<file path="config.mk">
export PLATFORM = sky130hd
export DESIGN_NAME = mailbox_ring_queue
export DESIGN_NICKNAME = d
export VERILOG_FILES = /design/src/mrq_pkg.sv /design/src/mrq_in_stage.sv /design/src/mrq_exec.sv /design/src/mrq_out_stage.sv /design/src/mailbox_ring_queue.sv
export SDC_FILE = /design/constraint.sdc
export NUM_CORES = 1
export LEC_CHECK = 0
export ABC_AREA = 1
export BUFFER_PORTS_ARGS = -buffer_cell sky130_fd_sc_hd__buf_4
export CAP_MARGIN = 25
export CELL_PAD_IN_SITES_DETAIL_PLACEMENT = 1
export CELL_PAD_IN_SITES_GLOBAL_PLACEMENT = 2
export CORE_ASPECT_RATIO = 0.5
export CORE_MARGIN = 2
export CORE_UTILIZATION = 35
export DETAILED_ROUTE_END_ITERATION = 8
export GPL_TIMING_DRIVEN = 1
export PLACE_DENSITY = 0.68
export REMOVE_ABC_BUFFERS = 1
export SETUP_SLACK_MARGIN = 0.3
export SYNTH_ARGS = -nofsm -noshare
export SYNTH_HDL_FRONTEND = slang
export SYNTH_SLANG_ARGS = --single-unit
</file>
<file path="constraint.sdc">
create_clock -name clock -period 3.5 [get_ports clock]
set_clock_uncertainty 0.2 [all_clocks]
set_input_delay 0 -clock clock [delete_from_list [all_inputs] [get_ports clock]]
set_output_delay 0 -clock clock [all_outputs]
set_load 0.05 [all_outputs]
</file>
<file path="src/mrq_pkg.sv">
// mrq_pkg: word types, operation and status codes for the mailbox ring queue
// no dependencies; used by every module under src

package mrq_pkg;

   // fixed sizes of the ring and its words
   localparam int unsigned DEPTH     = 16;
   localparam int unsigned MSG_WIDTH = 32;
   localparam int unsigned IDX_W     = $clog2(DEPTH);
   localparam int unsigned LVL_W     = 5;
   localparam int unsigned CAP_W     = 5;

   // reset value of the capacity register
   localparam logic [CAP_W-1:0] CAP_RESET = CAP_W'(DEPTH);

   // operation codes
   localparam logic [1:0] OP_GET       = 2'd0;
   localparam logic [1:0] OP_PUT_BACK  = 2'd1;
   localparam logic [1:0] OP_PUT_FRONT = 2'd2;
   localparam logic [1:0] OP_CLEAR     = 2'd3;

   // status codes
   localparam logic [1:0] ST_OK    = 2'd0;
   localparam logic [1:0] ST_EMPTY = 2'd1;
   localparam logic [1:0] ST_FULL  = 2'd2;

   typedef struct packed {
      logic [1:0]           op;
      logic [MSG_WIDTH-1:0] msg_in;
      logic                 waiter_present;
   } req_type;

   typedef struct packed {
      logic [1:0]           status;
      logic [MSG_WIDTH-1:0] msg_out;
      logic                 handed_over;
      logic [LVL_W-1:0]     level;
   } rsp_type;

endpackage

</file>
<file path="src/mrq_in_stage.sv">
// mrq_in_stage: input register of the mailbox ring queue
// depends on mrq_pkg

module mrq_in_stage (
   input  logic             clock,
   input  logic             reset,
   input  logic             req_valid,
   output logic             req_ready,
   input  mrq_pkg::req_type req_data,
   input  logic             advance,
   output logic             item_valid,
   output mrq_pkg::req_type item
);

   logic             valid_ff;
   logic             valid_in;
   mrq_pkg::req_type item_ff;
   logic             accept;

   // free when empty or when the held word moves on this cycle
   assign req_ready = !valid_ff || advance;
   assign accept    = req_valid && req_ready;

   always_comb begin
      valid_in = valid_ff;
      if (accept) begin
         valid_in = 1'b1;
      end else if (advance) begin
         valid_in = 1'b0;
      end
   end

   always_ff @(posedge clock) begin
      if (reset) begin
         valid_ff <= 1'b0;
      end else begin
         valid_ff <= valid_in;
      end
   end

   // payload needs no reset
   always_ff @(posedge clock) begin
      if (accept) begin
         item_ff <= req_data;
      end
   end

   assign item_valid = valid_ff;
   assign item       = item_ff;

endmodule

</file>
<file path="src/mrq_exec.sv">
// mrq_exec: ring storage, pointers, count and the per-operation logic
// depends on mrq_pkg

module mrq_exec (
   input  logic                        clock,
   input  logic                        reset,
   input  logic [mrq_pkg::CAP_W-1:0]   capacity,
   input  mrq_pkg::req_type            item,
   input  logic                        advance,
   output mrq_pkg::rsp_type            result
);

   localparam int unsigned IW = mrq_pkg::IDX_W;
   localparam int unsigned LW = mrq_pkg::LVL_W;
   localparam int unsigned CW = mrq_pkg::CAP_W;

   logic [IW-1:0]                   rd_ff, rd_in;
   logic [IW-1:0]                   wr_ff, wr_in;
   logic [LW-1:0]                   count_ff, count_in;
   logic [mrq_pkg::MSG_WIDTH-1:0]   ring_ff [mrq_pkg::DEPTH];

   logic [CW-1:0]                   cap;
   logic [CW-1:0]                   rd_step, wr_step;
   logic [IW-1:0]                   rd_back;
   logic                            ring_we;
   logic [IW-1:0]                   ring_addr;

   // capacity saturates into 1..DEPTH
   always_comb begin
      if (capacity == '0) begin
         cap = CW'(1);
      end else if (capacity > CW'(mrq_pkg::DEPTH)) begin
         cap = CW'(mrq_pkg::DEPTH);
      end else begin
         cap = capacity;
      end
   end

   // forward steps wrap at or beyond capacity, backward step wraps to capacity - 1
   always_comb begin
      rd_step = CW'(rd_ff) + CW'(1);
      if (rd_step >= cap) begin
         rd_step = '0;
      end
      wr_step = CW'(wr_ff) + CW'(1);
      if (wr_step >= cap) begin
         wr_step = '0;
      end
      rd_back = (rd_ff == '0) ? IW'(cap - CW'(1)) : rd_ff - IW'(1);
   end

   // operation decode and next state
   always_comb begin
      rd_in              = rd_ff;
      wr_in              = wr_ff;
      count_in           = count_ff;
      ring_we            = 1'b0;
      ring_addr          = wr_ff;
      result.status      = mrq_pkg::ST_OK;
      result.msg_out     = '0;
      result.handed_over = 1'b0;
      case (item.op)
         mrq_pkg::OP_GET: begin
            if (count_ff != '0) begin
               count_in       = count_ff - LW'(1);
               result.msg_out = ring_ff[rd_ff];
               rd_in          = IW'(rd_step);
            end else begin
               result.status = mrq_pkg::ST_EMPTY;
            end
         end
         mrq_pkg::OP_CLEAR: begin
            if (!item.waiter_present) begin
               count_in = '0;
               rd_in    = '0;
               wr_in    = '0;
            end
         end
         default: begin
            if (item.waiter_present) begin
               result.msg_out     = item.msg_in;
               result.handed_over = 1'b1;
            end else if (count_ff >= LW'(cap)) begin
               result.status = mrq_pkg::ST_FULL;
            end else begin
               ring_we  = 1'b1;
               count_in = count_ff + LW'(1);
               if (item.op == mrq_pkg::OP_PUT_FRONT) begin
                  rd_in     = rd_back;
                  ring_addr = rd_back;
               end else begin
                  ring_addr = wr_ff;
                  wr_in     = IW'(wr_step);
               end
            end
         end
      endcase
      result.level = count_in;
   end

   always_ff @(posedge clock) begin
      if (reset) begin
         rd_ff    <= '0;
         wr_ff    <= '0;
         count_ff <= '0;
      end else if (advance) begin
         rd_ff    <= rd_in;
         wr_ff    <= wr_in;
         count_ff <= count_in;
      end
   end

   // ring words, no reset
   always_ff @(posedge clock) begin
      if (advance && ring_we) begin
         ring_ff[ring_addr] <= item.msg_in;
      end
   end

endmodule

</file>
<file path="src/mrq_out_stage.sv">
// mrq_out_stage: result register and the advance decision for the pipeline
// depends on mrq_pkg

module mrq_out_stage (
   input  logic             clock,
   input  logic             reset,
   input  logic             item_valid,
   input  mrq_pkg::rsp_type result,
   output logic             advance,
   output logic             rsp_valid,
   input  logic             rsp_ready,
   output mrq_pkg::rsp_type rsp_data
);

   logic             valid_ff;
   logic             valid_in;
   mrq_pkg::rsp_type data_ff;

   // a word moves in when the register is empty or being drained
   assign advance = item_valid && (!valid_ff || rsp_ready);

   always_comb begin
      valid_in = valid_ff;
      if (advance) begin
         valid_in = 1'b1;
      end else if (rsp_ready) begin
         valid_in = 1'b0;
      end
   end

   always_ff @(posedge clock) begin
      if (reset) begin
         valid_ff <= 1'b0;
      end else begin
         valid_ff <= valid_in;
      end
   end

   always_ff @(posedge clock) begin
      if (advance) begin
         data_ff <= result;
      end
   end

   assign rsp_valid = valid_ff;
   assign rsp_data  = data_ff;

endmodule

</file>
<file path="src/mailbox_ring_queue.sv">
// mailbox_ring_queue: top level of the mailbox ring queue
// depends on mrq_pkg, mrq_in_stage, mrq_exec, mrq_out_stage
//
// Usage:
//   req_*  : one operation word per handshake (get, put at back, put at front,
//            clear) with the message and the waiter flag.
//   rsp_*  : one result word per operation: status, popped or handed-over
//            message, handed-over flag and the ring level afterwards.
//   csr_*  : capacity register write; always ready. It is to be written only
//            while idle; the block itself does not enforce this.
// Words pass from the input register via mrq_exec to the result register.
// Throughput: one operation per cycle unless the receiver stalls; the input
//   and result registers each hold one word and advance in the same cycle.
// Reset clears pointers, level and both valid flags and sets capacity to 16.
//   Ring words are not cleared; only written entries are ever read.
// When the receiver stalls, the result register holds and the input register
//   still takes one more word, after which req_ready drops.

module mailbox_ring_queue (
   input  logic                      clock,
   input  logic                      reset,
   input  logic                      req_valid,
   output logic                      req_ready,
   input  mrq_pkg::req_type          req_data,
   output logic                      rsp_valid,
   input  logic                      rsp_ready,
   output mrq_pkg::rsp_type          rsp_data,
   input  logic                      csr_valid,
   output logic                      csr_ready,
   input  logic [mrq_pkg::CAP_W-1:0] csr_data
);

   logic [mrq_pkg::CAP_W-1:0] capacity_ff;
   logic                      item_valid;
   mrq_pkg::req_type          item;
   mrq_pkg::rsp_type          result;
   logic                      advance;

   // capacity register
   assign csr_ready = 1'b1;

   always_ff @(posedge clock) begin
      if (reset) begin
         capacity_ff <= mrq_pkg::CAP_RESET;
      end else if (csr_valid) begin
         capacity_ff <= csr_data;
      end
   end

   mrq_in_stage u_in (
      .clock      (clock),
      .reset      (reset),
      .req_valid  (req_valid),
      .req_ready  (req_ready),
      .req_data   (req_data),
      .advance    (advance),
      .item_valid (item_valid),
      .item       (item)
   );

   mrq_exec u_exec (
      .clock    (clock),
      .reset    (reset),
      .capacity (capacity_ff),
      .item     (item),
      .advance  (advance),
      .result   (result)
   );

   mrq_out_stage u_out (
      .clock      (clock),
      .reset      (reset),
      .item_valid (item_valid),
      .result     (result),
      .advance    (advance),
      .rsp_valid  (rsp_valid),
      .rsp_ready  (rsp_ready),
      .rsp_data   (rsp_data)
   );

`ifndef SYNTHESIS
   // level never exceeds the ring depth
   a_level_bound: assert property (@(posedge clock) disable iff (reset)
      rsp_valid |-> rsp_data.level <= mrq_pkg::LVL_W'(mrq_pkg::DEPTH))
      else $error("level beyond ring depth");

   // a hand-over is always reported ok
   a_handover_ok: assert property (@(posedge clock) disable iff (reset)
      (rsp_valid && rsp_data.handed_over) |-> rsp_data.status == mrq_pkg::ST_OK)
      else $error("hand-over with error status");

   // an empty get leaves nothing in the ring and returns no word
   a_empty_get: assert property (@(posedge clock) disable iff (reset)
      (rsp_valid && rsp_data.status == mrq_pkg::ST_EMPTY)
         |-> (rsp_data.level == '0 && rsp_data.msg_out == '0))
      else $error("empty status with data or level");

   // a word advances only into a free or draining result register
   a_no_overwrite: assert property (@(posedge clock) disable iff (reset)
      (rsp_valid && !rsp_ready) |=> ($stable(rsp_data) && rsp_valid))
      else $error("result overwritten while stalled");
`endif

endmodule
</file>
### Yosys cells after proc, flatten, opt, wreduce, memory -nomap -nowiden

Memory sizes are Yosys's and may differ from the RTL's. A register that Yosys moved wholly into a read port is not among the register bits.
Cells that the tools add are included.

| cells by class | value |
|---|---|
| eq/ne operators | 8 |
| $add $sub $neg | 6 |
| $lt $le $gt $ge | 4 |
| bitwise logic cells | 2 |
| reductions and logical operators | 17 |
| mux-type cells | 41 |

Operators by type and width:

| cell | number |
|---|---|
| $mux W4 | 17 |
| $pmux W34 S2 | 1 |
| $mux W33 | 1 |
| $mux W32 | 1 |
| $mux W5 | 6 |
| $pmux W4 S2 | 2 |
| $ge A5 B5 Y1 | 3 |
| $add A4 B1 Y5 const B | 2 |
| $mux W1 | 10 |
| $pmux W5 S2 | 1 |
| $sub A4 B1 Y4 const B | 2 |
| $ne A2 B2 Y1 const B | 3 |
| $reduce_and A6 Y1 | 1 |
| $add A5 B1 Y5 const B | 1 |
| $gt A5 B5 Y1 const B | 1 |
| $logic_not A5 Y1 | 1 |
| $reduce_and A5 Y1 | 1 |
| $reduce_bool A5 Y1 | 1 |
| $sub A5 B1 Y5 const B | 1 |
| $eq A2 B2 Y1 const B | 2 |
| $logic_not A4 Y1 | 1 |
| $mux W2 | 2 |
| $ne A2 B1 Y1 const B | 2 |
| $reduce_bool A2 Y1 | 2 |
| 8 further kinds | 13 |

| word-level totals | value |
|---|---|
| memory bits (writable) | 512 |
| memories kept | 1 |
| bits in registers | 95 |
| output and inout port bits | 43 |
| input bits | 45 |
| word-level logic and storage cells | 92 |

Memory list:

| memory | words | bits a word | read ports | clocked after Yosys merged registers in | write ports | line | RTL |
|---|---|---|---|---|---|---|---|
| u_exec.ring_ff | 16 | 32 | 1 | 1 | 1 | mrq_exec.sv:20 | `logic [mrq_pkg::MSG_WIDTH-1:0] ring_ff [mrq_pkg::DEPTH];` |

### Longest topological paths before layout

Gate-level depths: netlist of run 1.

| depth | value |
|---|---|
| depth after elaboration | 11 |
| depth in mapped cells | 17 |
| mapped depth without buffers | 17 |

### Hierarchy

From an unflattened synthesis of run 1, not the netlist that was laid out.

| second synthesis, totals | value |
|---|---|
| cell total of the unflattened synthesis | 2050 |
| area, all modules | 24940.2 µm² |

Modules (own cells, without submodules):

| module | area each (µm²) | times used | cells each | sequential area each (µm²) |
|---|---|---|---|---|
| mrq_exec | 22365.2 | 1 | 1930 | 15715.1 |
| mrq_out_stage | 1248.7 | 1 | 46 | 1221.2 |
| mrq_in_stage | 1098.6 | 1 | 41 | 1071.0 |
| mailbox_ring_queue | 227.7 | 1 | 33 | 100.1 |

### Worst setup path after synthesis of run 1

No wires, ideal clock.

| timing | value |
|---|---|
| path kind | flip-flop to flip-flop |
| start | register capacity_ff[0] (netlist name) |
| end | memory u_exec.ring_ff[4][0] (netlist name), enable pin |
| path buffers | 0 |
| clock period less this slack | 3824 ps |
| stages on the path, launching flop included | 15 |
| slack | -324 ps |
| data required time | 2879 ps |
| library setup time | 421 ps |
| arrival | 3203 ps |
| path through | dfxtp_1 nor2_1 nand3_1 nand2_1 nand2_1 ha_1 nand2_1 nor2_1 nand2_1 nand3_2 nor2_4 inv_1 o21ai_2 nand3_1 nor2_1 |

| between the ends | value |
|---|---|
| word-level cells in the longest chain between the ends | 10 |
| elaborated cells between the ends (all ways) | 17 |
| those cells by class | add/sub (1); order compare (2); mux (12); reduce/logical (2) |

RTL lines:

| item | line | RTL |
|---|---|---|
| from (decl) | mailbox_ring_queue.sv:33 | `logic [mrq_pkg::CAP_W-1:0] capacity_ff;` |
| from (signal assigned) | mailbox_ring_queue.sv:44 | `capacity_ff <= mrq_pkg::CAP_RESET;` |
| from (signal assigned) | mailbox_ring_queue.sv:46 | `capacity_ff <= csr_data;` |
| $gt A5 B5 Y1 | mrq_exec.sv:32 | `end else if (capacity > CW'(mrq_pkg::DEPTH)) begin` |
| $mux W5 | mrq_exec.sv:32 |  |
| $mux W5 (*) | mrq_exec.sv:30 | `if (capacity == '0) begin` |
| $ge A5 B5 Y1 | mrq_exec.sv:83 | `end else if (count_ff >= LW'(cap)) begin` |
| $mux W1 | mrq_exec.sv:83 |  |
| $mux W1 | mrq_exec.sv:80 | `if (item.waiter_present) begin` |
| $mux W1 | mrq_exec.sv:62 | `case (item.op)` |
| $logic_and A1 B1 Y1 | mrq_exec.sv:115 | `if (advance && ring_we) begin` |
| $mux W1 | mrq_exec.sv:115 |  |
| $mux W1 (implied by the code) | mrq_exec.sv:116 | `ring_ff[ring_addr] <= item.msg_in;` |
| to (decl) | mrq_exec.sv:20 |  |

Mark *: on every way between the ends. The rest lies on a longest branch, timed or not.

### Worst setup path after layout of run 1

| timing | value |
|---|---|
| start | register capacity_ff[3] (netlist name) |
| end | memory u_exec.ring_ff[14][31] (netlist name), enable pin |

The elaborated chain is that of the path after synthesis.

==> run summary, run 1 <==
Per report_power, the sequential group accounts for 52.2% of the total. The worst-margin pin slew is 0.9953 ns, and the width of the die is 382.4 um. The synthesized netlist contains 33 unique library cells. The region available for standard cell placement spans 70880 um^2. The share of post-route cells with drive strength above 1 is 15.48%. The number of hold violations in the final report is 0. Dividing the detail-routed wire length by the instance count gives 23.37 um. For this run, the share of the core covered by cells in the final layout is 43.19%.

The tools report the number of search-and-repair iterations in the first detailed-routing pass as 5. Ranked by total cell area, the synthesized netlist is headed by edfxtp_1 (70%), nand2_1 (7.4%), a21oi_1 (3.1%). The clock network burns 39.1% of the power. A synthesized cell averages 12.05 um^2.

The setup slack of the critical path after layout was 0.3703 ns; the die height was 193.2 um. In this design, the stage delay of the slowest critical-path cell is 0.36 ns. The detailed router put a total of 36450 um of wire on met1. The biggest area contributor in the post-synthesis netlist is edfxtp_1. The number of global-route vias before repair was 17190; the number of placement rows was 69.

The final route contains 16910 vias. The via density per instance was 5.128. For this run the aggregate overflow at the end of global routing stands at 0. The most frequently used cell type in the post-synthesis netlist is edfxtp_1. The clock-pin slew reported for the worst setup and hold paths after clock tree synthesis was 0.07 ns; the count of nets after finishing was 2363.

Counting flops with a built-in enable in the synthesized netlist gives 587. In the routed design, unresolved DRC markers number 0. The worst-case IR drop observed on VDD is 0.0004020 V.

TritonCTS built the clock tree. For this block, the routed nets add up to 77060 um of wire. For this run, the total global-route usage over all layers was measured as 20.63%. After the first detailed-routing iteration, the DRC count stood at 1183. The first global-routing pass estimated 112300 um of wire.

The path class of the lowest-slack min-delay path is input port to register. The number of max-slew violations in the final report is 0, and the initial antenna violation count is 1. The synthesized design contains 611 register bits. The run gives 0.3195 GHz as the fmax. The element type at the critical path start is a register. Counting both buffers and inverters, the worst setup path holds a total of 4. The run gives 0.03291 ns as the worst slack on hold paths. The logs give 8.7% for the logic gate share of total power and 10.72 nW for the total leakage power. The run gives 3.27 ns as the data arrival time of the critical path. After detailed routing, the met3 layer carries 3756 um of wire. Counting the buffers created by CTS gives 57. The run gives 0 as the yosys synthesis warning count. Share of synthesized registers carrying an async set or reset: 0%. In the finished design, the share of the clock period the worst path needs comes to 89.42%. The highest signal layer in the routed design is met4.

The share of synthesized area in the top cell type comes to 70.35%. Clock tree synthesis found a total of 611 sinks. Power spread over the standard cell area amounts to 518.7 nW/um^2. The run finished with clean final reports.

The cell count after synthesis is 2079. OpenSTA, run right after detailed placement, puts the worst setup slack at 0.01038 ns. Setup violations remaining at the end of the flow were counted as 0. Among all flip-flop cells after synthesis, the most frequent one is edfxtp_1. For this design, the slowest cell found on the critical path is dfxtp_4.

Summing the sequential cell areas from Yosys gives 72.27% of the chip area. The cell family with the largest share of critical-path delay was simple AND/OR/NAND/NOR gates. The floorplan step defined a die boundary enclosing 73870 um^2. The switching share of total power came out at 24.40%.

CTS built an H-tree with a depth of 2. For this design the top-level I/O count stands at 88. Detailed routing placed a total of 35190 um of wire on met2. The run gives 27130 um^2 as the total cell area at the placement stage. The critical path endpoint category was a register. The weighted congestion at the end of routability-driven global placement was 0.7673. Walking the worst path, the cells encountered are nor2_4, nand3_2, nand2_2, nand2_4, ha_4, nand2_2, nor2_2, nand2_2, nand3_4, nor2_4, buf_4, buf_4, nand2_4, nand3_4, buf_12, nor2_4, clkbuf_16. For the worst-skew pair, the clock arrives at the later sink with an insertion delay of 0.64 ns. Of all nets on the critical path, the largest fanout is 8. The internal power consumption is 12.00 mW. Counting I/O delays and the setup requirement, the final critical path takes 3.130 ns. Buffer cell driving the clock tree root: clkbuf_16. Entering global routing, the biggest net connects 108 pins. Once detail routing completed, the nets flagged for antenna violations numbered 0. The required time of the critical path is 3.64 ns, and the starting density of the core is 35.35%. Max-cap violations in this run came to 0. The worst setup path is of the register to register kind.

In the synthesized netlist, the cells that appear most often are edfxtp_1 (587), nand2_1 (494), a21oi_1 (155). For this design the total switching power over the nets is 3.874 mW. The post-DP HPWL is 45020 um.

For the worst slew slack as a fraction of its limit, the log shows 33.65%. The design draws 15.88 mW. Compared with the post-synthesis result, the final layout area differs by 22.17%. The buffer depth of the longest clock path was 3; the finished layout cell area was 30610 um^2. Setup repair after global routing left no endpoint under its margin. The count of buffers added on input and output ports is 86.

The cell area that synthesis handed to floorplanning was 25060 um^2.
placed cells by master, fill, tap and decap left out, types with 17 or more instances in the layout:
cell           instances
o21ai_0              145
edfxtp_1             587
nor2_4                18
a21oi_1              155
clkbuf_16             61
buf_12                31
o22ai_1               66
dfxtp_1               18
inv_1                 51
buf_4                130
nand3_1               58
nor2_1               129
dlygate4sd3_1         91
ha_1                  23
nand2_1              482
clkbuf_1              17
o21ai_1               98
or2_2                 38
tightest hold or removal path: cells and delay by family:
kind            cells  cell delay (ns)
buf+inv             2             0.74
compound gates      1             0.06
metal layers:
layer | vias to the layer above | GRT usage (%)
met5 | - | 0
met4 | 0 | 5.391
met3 | 95 | 3.503
met2 | 327 | 33.13
met1 | 8672 | 29.14
li1 | 7819 | -
what timing repair did:
action,in CTS,in global routing
setup buffers,6,21
gates resized for setup,24,37
endpoints found under the setup margin,503,511
hold buffers,91,0
pin swaps,6,15
cloned,5,4
hold endpoints to repair,59,0
cell type report:
cell class / count / area (um^2)
fillers: 7384 / 40270
multi-input cells: 1292 / 6414
flip-flops and latches: 611 / 18120
clock buffers: 79 / 1570
inverters: 64 / 247.7
repair buffers: 267 / 2804
diodes: 1 / 2.502
clock inverters: 26 / 250.2
well taps: 958 / 1199
power groups by stage:
stage	combinational, mW	sequential, mW	clock, mW
global placement	1.23	8.44	0
global route	1.52	8.30	6.61
floorplan	0.600	8.49	0
detailed placement	1.23	8.44	0
finish	1.39	8.28	6.21
CTS	1.34	8.29	6.37
worst paths after layout:
check,start,endpoint,slack (ns),cells past startpoint
worst max register to register,capacity_ff[3],u_exec.ring_ff[14][31],0.37,17
worst min-delay path,reset,u_exec.wr_ff[3],0.03,3
worst min register to register,capacity_ff[1],capacity_ff[1],0.32,2
worst max-delay path,capacity_ff[3],u_exec.ring_ff[14][31],0.37,17
logic make-up (layout without fill, tap and decap cells):
group,after synthesis,after routing,share of synthesized area (%)
AND/OR/NAND/NOR,789,789,13.03
flip-flops,611,611,72.27
AO/OA/AOI/OAI,471,471,9.788
buffers and inverters,176,436,3.441
adder cells (fa/ha/maj),25,25,1.248
XOR/XNOR,6,6,0.2097
other,1,2,0.01497
per-stage QoR:
step / cells / setup TNS [ns]
final: 3298 / 0
after global routing: 3297 / 0
after CTS: 3271 / 0
after detailed placement: 3064 / 0
after global placement: 3064 / 0
after floorplan: 1967 / -328.08
state kept, by name, summed over array words and instances (netlist names), named ones only:
| name | cells |
|---|---|
| u_exec.wr_ff | 4 |
| u_out.rsp_data | 40 |
| u_exec.count_ff | 5 |
| u_in.item | 35 |
| capacity_ff | 5 |
| u_exec.ring_ff | 512 |
| u_in.item_valid | 1 |
| u_out.rsp_valid | 1 |
| u_exec.rd_ff | 4 |
No activity file was read; power rests on OpenSTA's default activity.
==> run 2, diff against run 1 <==
- ABC_AREA: 1 -> unset
- PLACE_DENSITY: 0.68 -> 0.62
==> run summary, run 2 <==
The run finished with clean final reports. The number of enable-type register cells in the synthesized netlist was 587; the internal reg-to-reg setup slack was 0.08 ns. Measured along the x axis, the die boundary spans 375.7 um.

In the final layout, flip-flops and latches occupy 18120 um^2. The congestion estimate from routability-driven global placement came to 0.7836. For this design the static power due to leakage is 10.05 nW.

The worst path uses 97.60% of the clock period. Counting cells, the worst reg-to-reg path comes to 16. Across every metal layer, demand over resource in global routing totals 17.89%. In this run the standard cell core region covers 68660 um^2. Power density over the cells: 504.7 nW/um^2.

The flip-flop count of the largest register after layout is 512, and the final cell count without fillers is 2510. The area fraction of the dominant cell type after synthesis was 72.92%; the mean post-synth cell area was 19.91 um^2. For the total cell area at the placement stage, the log shows 26930 um^2.

Yosys instantiated no cell more often than edfxtp_1. Setup violations remaining at the end of the flow were counted as 0. For this run, design rule violations remaining after detail routing come to 0. For this block, the routed nets add up to 63930 um of wire. Summing internal, switching and leakage power gives 15.69 mW.

For the pin with the worst max-slew slack, the measured transition is 0.8966 ns. The tools report the element type at the critical path start as a register. The launch point of the worst reg-to-reg path was u_exec.rd_ff[0]. After global routing the overflow that remains totals 0. Finished layout cell area: 31090 um^2.

In this run the critical register-to-register path is captured at u_exec.ring_ff[2][23]. The cell sitting at the root of the clock tree is a clkbuf_16. The area of the multi-input gates is 6038 um^2. The logs give 40.23% for the worst slew slack as a fraction of its limit and 12940 for the via count. The internal power of the cells totals 12.27 mW.

Counting flops and latches in the post-synthesis netlist gives 611. The tools report the post-synthesis sequential area ratio as 74.90%. By area the synthesized netlist is led by edfxtp_1 (73%), mux4_2 (12%), mux2i_1 (2.9%). Across the VDD grid, the largest voltage drop is 0.0003081 V. TritonCTS built the clock tree.

The number of hold violations in the final report was 0. For the number of search-and-repair iterations in the first detailed-routing pass, the log shows 5. TritonCTS created 55 clock buffers. After detailed routing, the met2 layer carries 30590 um of wire.

For this configuration, the core starts out at a cell density of 35.21%. Sorting the synthesized cells by how often they occur yields edfxtp_1 (587), mux4_2 (128), mux2i_1 (69). Hold is met by 0.1247 ns. For this run, the post-layout net count is 1626. After clock tree synthesis, the clock-pin slew on the worst setup and hold paths is 0.07 ns. The Yosys step of the flow raised 0 warnings.

The path class of the lowest-slack min-delay path is input port to register. For the number of placement rows, the log shows 68. Detailed placement finished with a half-perimeter wire length of 40790 um.

The area of the die is 71320 um^2, and the maximum fanout encountered on the critical timing path is 7. The clock sink total came out at 611. The detail route stage leaves a number of antenna-violating nets equal to 0.

The detailed router put a total of 29530 um of wire on met1. For the logic gate share of total power, the log shows 6.8%. More flip-flops sit in one register than any other, and that register is u_exec.ring_ff.

The number of max-slew violations in the final report was 0; the final standard cell utilization of the core was 45.28%. The final critical path time including I/O delays and setup is 3.416 ns, and the cell count after synthesis is 1214. The main flop type after synthesis was edfxtp_1.

The initial antenna violation count is 2. In the final routed layout, each cell accounts on average for 25.47 um. Summed over all nets, wire length on met3 after detailed routing comes to 2736 um.

The worst hold path was traced through 3 stages. The run gives 2 as the number of levels the H-tree was split into. Max-cap violations in this run came to 0.

The die height works out to 189.8 um. For the violation count after the first detailed-route iteration, the log shows 950. The count of buffers from port buffering came out at 86. For the worst setup path, the data arrival time is 3.53 ns.

After synthesis, the netlist uses 78 different library cells. Of all flip-flops after synthesis, the portion carrying an async set or reset was 0%. The highest signal layer in the routed design is met4. In this run the most critical hold path is launched from reset. For the switching power of the nets, the log shows 3.422 mW. The run gives 0.62 ns as the clock latency at the later pin of the worst-skew pair. The most common library cell in the layout ignoring fill and taps was edfxtp_1. STA puts the critical path data required time at 3.61 ns. The logs give 52.6% for the sequential fraction of design power and 3 for the buffer depth of the longest clock path. In the layout the commonest cells are edfxtp_1 (587), buf_4 (152), mux4_2 (128), dlygate4sd3_1 (94), mux2i_1 (69). Derived from the worst setup path, the maximum achievable clock frequency is 0.2927 GHz. The mapped netlist covers 24170 um^2. The clock network burns 40.6% of the power. The area growth from synthesis to layout is 28.60%. Of the cells placed in the final design, the portion with a size suffix greater than 1 is 32.13%. The cell type with the highest aggregate area in the netlist was edfxtp_1. Once placement completed, the tool counted placed cells totaling 2250. The diode insertion count for antenna repair came out at 0. Kind of critical path: register to register. The worst setup path is captured at a register. Setup repair after global routing could not meet its margin everywhere. The layout has 6404 filler cells. Wire length of the first global-routing pass: 94140 um. Net switching is 21.81% of the power. The endpoint of the worst hold path is u_exec.wr_ff[1].

After detailed routing, the number of vias per cell comes to 5.155. The number of global-route vias before repair is 13950, and the pin count of the biggest net entering global routing is 36. The number of top-level design ports is 88.
run 2: cells by family (layout without fill, tap and decap cells):
logic type / Yosys count / count (layout) / synth area share, %
mux: 197 / 197 / 14.78
other cells: 1 / 1 / 0.01551
fa+ha+maj: 25 / 25 / 1.294
compound gates: 156 / 156 / 4.037
simple gates: 150 / 150 / 3.509
xor+xnor: 4 / 4 / 0.1449
buf+inv: 70 / 456 / 1.315
flops: 611 / 611 / 74.90
run 2: worst max-delay path by stage:
stage | startpoint | slack [ns] | to
6_report | u_exec.rd_ff[0] | 0.08 | u_exec.ring_ff[2][23]
5_1_grt | u_exec.rd_ff[1] | -0.005 | u_exec.ring_ff[2][23]
4_1_cts | u_exec.rd_ff[1] | 0.13 | u_exec.ring_ff[2][11]
3_5_place_dp | u_exec.rd_ff[0] | 0.03 | u_exec.ring_ff[8][30]
3_3_place_gp | u_exec.rd_ff[0] | 0.06 | u_exec.ring_ff[8][25]
2_1_floorplan | register | -3.33 | u_out.rsp_data[11]
run 2: area by class of cell:
class | count | area share (%)
Timing Repair Buffer | 342 | 12.41
Sequential cell | 611 | 58.29
Tap cell | 910 | 3.663
Clock inverter | 34 | 1.417
Clock buffer | 67 | 4.641
Inverter | 13 | 0.1570
Multi-Input combinational cell | 533 | 19.42
run 2: critical path, cell delays in order, from the launching register on:
cell and delay (ns):
dfxtp_2 0.34, inv_2 0.06, ha_4 0.16, or3b_4 0.28
buf_6 0.11, nand2_4 0.04, and2_4 0.17, ha_4 0.15
or3_4 0.37, a221oi_2 0.24, buf_4 0.17, nand3_2 0.07
buf_6 0.15, buf_12 0.13, a21oi_4 0.22, buf_6 0.14
buf_12 0.12
run 2: metal layers:
| metal | global-route usage, % | up-vias |
|---|---|---|
| met4 | 4.186 | 0 |
| met5 | 0 | - |
| met1 | 25.89 | 6925 |
| met3 | 2.622 | 66 |
| met2 | 28.67 | 255 |
| li1 | - | 5694 |
run 2: per-stage QoR:
stage / setup TNS, ns / setup slack [ns]
finish: 0 / 0.08392
global route: -0.02289 / -0.005494
CTS: 0 / 0.1284
detailed placement: 0 / 0.02638
global placement: 0 / 0.05659
floorplan: -524.88 / -3.327
run 2: power by group through the flow:
stage | clock network [mW] | logic, mW | registers (mW)
after CTS | 6.51 | 1.05 | 8.26
after detailed placement | 0 | 0.929 | 8.42
final | 6.37 | 1.07 | 8.25
after floorplan | 0 | 0.473 | 8.48
after global routing | 6.80 | 1.15 | 8.27
after global placement | 0 | 0.917 | 8.41
run 2: timing repair:
action | 4_1_cts | 5_1_grt
hold endpoints to repair | 60 | 0
endpoints found under the setup margin | 512 | 516
gates cloned | 9 | 16
buffers inserted | 27 | 12
pin swaps | 7 | 11
hold buffers | 94 | 0
gates resized for setup | 46 | 41
==> run 3, diff against run 2 <==
--- a/config.mk
+++ b/config.mk
@@ -7,2 +7,3 @@
 export LEC_CHECK = 0
+export ABC_CLOCK_PERIOD_IN_PS = 3500
 export BUFFER_PORTS_ARGS = -buffer_cell sky130_fd_sc_hd__buf_4
==> constraint.sdc (replaced) <==
create_clock -name clock -period 3.5 [get_ports clock]
set_clock_uncertainty 0.2 [all_clocks]
set_input_delay 0.35 -clock clock [delete_from_list [all_inputs] [get_ports clock]]
set_output_delay 0.35 -clock clock [all_outputs]
set_load 0.05 [all_outputs]
==> run summary, run 3 (synthesis gave the netlist of run 2 again) <==
No sink is reached through more buffers than the 3 on the longest clock path. Setup slack closes at 0.07641 ns. The area of the core was 68660 um^2.

The number of hold violations in the final report was 0. Dividing the final minimum period by the clock period gives 97.82%. The power density over the cells came out at 503.3 nW/um^2.

At the placement stage, the worst setup path has a slack of -0.04674 ns. Sequential cells account for 53.3% of the total power. TritonCTS built the clock tree. Grouping stages by cell kind, the critical path spends the most delay in simple AND/OR/NAND/NOR gates. The detailed router finished its first iteration with 942 violations.

Switching power of the nets: 3.531 mW. The via count came out at 12960. In the layout the commonest cells are edfxtp_1 (587), buf_4 (148), mux4_2 (128), clkbuf_16 (71), mux2i_1 (69). The logs give 4 for the number of search-and-repair iterations in the first detailed-routing pass and 11.95 mW for the internal power consumption.

For the remaining antenna violation count after routing, the log shows 0. Counting the fill cells in the layout gives 6382. The number of remaining DRC errors is 0, and the logic gate share of total power is 6.6%.

Traced cell by cell, the critical path runs through inv_2, ha_4, or3b_4, nor2_4, a21oi_4, ha_4, or3_4, a221oi_2, buf_4, nand3_4, buf_8, a21oi_4, buf_6, buf_12, buf_16. Of the total power, the share spent switching nets is 22.82%. Entering global routing, the biggest net connects 34 pins. Setup repair after global routing could not meet its margin everywhere.

Final critical path time including I/O delays and setup: 3.424 ns. In this run the count of I/O pins placed on the die edge is 88. The most flop-heavy register is u_exec.ring_ff. The fmax was 0.2921 GHz; the weighted congestion at the end of routability-driven global placement was 0.7793. The number of global-route vias before repair came out at 13840.

The number of max-slew violations in the final report was 0; the flip-flop count of the largest register after layout was 512. Count of nets after finishing: 1589. In this run the worst hold path is classified as input port to register. The logs give 0 for the max-capacitance violation count and 2475 for the final cell count without fillers. The number of instances in the placed design was 2252. The maximum fanout encountered on the critical timing path is 5, and the share of post-route cells with drive strength above 1 is 33.63%. The worst setup path is captured at a register.

Relative to the synthesized area, the layout overhead comes to 27.21%. The worst-margin pin slew came out at 0.8710 ns. The critical path in this run is classified as register to register. The required time of the critical path was 3.66 ns; the data arrival time of the critical path was 3.58 ns.

Post-DP HPWL: 41550 um. The floorplan has 68 rows. In the routed layout, each cell is associated on average with a via count of 5.234.

The number of buffers inserted during clock tree synthesis was 57; the buffering stage count on the worst path with inverters included was 6. During placement, the flow inserted port buffers numbering 86. For the part of the power in the clock network, the log shows 40.1%.

The tools report the count of endpoints failing setup in the final report as 0. The element type at the critical path start is a register. For this run the aggregate overflow at the end of global routing stands at 0. The most common library cell in the layout ignoring fill and taps is edfxtp_1. The largest single stage delay on the critical path is 0.43 ns.

The die height is 189.8 um. For the wire length of the first global-routing pass, the log shows 95160 um. The initial antenna violation count was 1; the total routing usage reported by global routing was 18.20%.

The tools report the buffer cell driving the clock tree root as clkbuf_16. The slowest cell on the critical path is or3b_4. The analysis attributes to cell leakage a power of 9.916 nW. CTS built an H-tree with a depth of 2. The worst slew slack as a fraction of its limit is 41.93%.

The run gives 611 as the clock sink total. The detailed-route wire length was 66350 um; the post-route total power was 15.48 mW. Clock-pin slew reported for the worst setup and hold paths after clock tree synthesis: 0.06 ns.

The routed length per instance was 26.81 um; the worst vdd rail ir drop was 0.0003376 V. The flow ran to the end, and the final reports show no timing, DRC or antenna violations. The die covers 71320 um^2. In this run the horizontal extent of the chip is 375.7 um.

Clock latency on the worst-skew pair, taken at its later pin, is 0.64 ns. For this configuration, the core starts out at a cell density of 35.21%.
[run 3: cell count changes in the layout (fill, tap and decap cells not counted), moves of 4 or more]
| cell | before | now |
|---|---|---|
| buf_12 | 37 | 43 |
| buf_4 | 152 | 148 |
| buf_6 | 23 | 18 |
| bufinv_16 | 10 | 5 |
| clkbuf_16 | 67 | 71 |
| clkinv_1 | 18 | 8 |
| clkinv_2 | 2 | 14 |
| dlygate4sd3_1 | 94 | 53 |
[run 3: final cells by class]
class	instances	area, um^2	area share [%]
antenna	1	2.502	0.008137
clock buffer	69	1471	4.785
clock inverter	35	351.6	1.143
inverter	13	48.80	0.1587
multi-input combinational	533	6015	19.56
sequential	611	18120	58.93
tap	910	1139	3.702
timing repair buffer	303	3603	11.72
[run 3: worst paths after layout]
check,from,end,slack (ns),cells past startpoint
max,u_exec.rd_ff[1],u_exec.ring_ff[1][9],0.08,15
min reg2reg,u_exec.count_ff[4],u_exec.count_ff[4],0.40,2
min,req_data[17],u_in.item[17],0.24,2
max reg2reg,u_exec.rd_ff[1],u_exec.ring_ff[1][9],0.08,15
[run 3: worst register-to-register path: stages (launching register included)]
cell,delay (ns)
dfxtp_2,0.33
inv_2,0.07
ha_4,0.13
or3b_4,0.43
nor2_4,0.12
a21oi_4,0.05
ha_4,0.15
or3_4,0.37
a221oi_2,0.28
buf_4,0.18
nand3_4,0.08
buf_8,0.16
a21oi_4,0.20
buf_6,0.18
buf_12,0.12
buf_16,0.11
[run 3: layer usage]
| layer | GRT usage (%) | wire [um] | share of wire [%] | vias to the layer above |
|---|---|---|---|---|
| li1 | - | - | - | 5622 |
| met5 | 0 | 0 | 0 | - |
| met2 | 29.63 | 31430 | 47 | 262 |
| met1 | 25.78 | 30830 | 46 | 6997 |
| met3 | 3.028 | 2984 | 4.5 | 74 |
| met4 | 4.078 | 1110 | 1.7 | 0 |
[run 3: repair_timing]
action	CTS	global route
gates resized for setup	43	44
hold endpoints to repair	59	0
setup endpoints to repair	512	514
gates cloned	11	19
pin swaps	3	9
setup buffers	21	14
hold buffers	53	0
[run 3: through the flow]
stage                     utilization (%)  area (um^2)  hold slack (ns)  setup TNS [ns]
after floorplan                         -        23910           0.2191         -524.88
after global placement              39.25        26950           0.3279               0
after global routing                44.78        30750           0.2046               0
after detailed placement            39.25        26950           0.3296          -1.401
final                               44.79        30750           0.2353               0
after CTS                           43.72        30020           0.1873               0
[run 3: power by group through the flow]
| stage | combinational, mW | clock [mW] | sequential, mW |
|---|---|---|---|
| after floorplan | 0.473 | 0 | 8.48 |
| after global placement | 0.918 | 0 | 8.41 |
| after detailed placement | 0.931 | 0 | 8.42 |
| after CTS | 0.995 | 6.34 | 8.26 |
| after global routing | 1.09 | 6.62 | 8.27 |
| final | 1.02 | 6.21 | 8.26 |
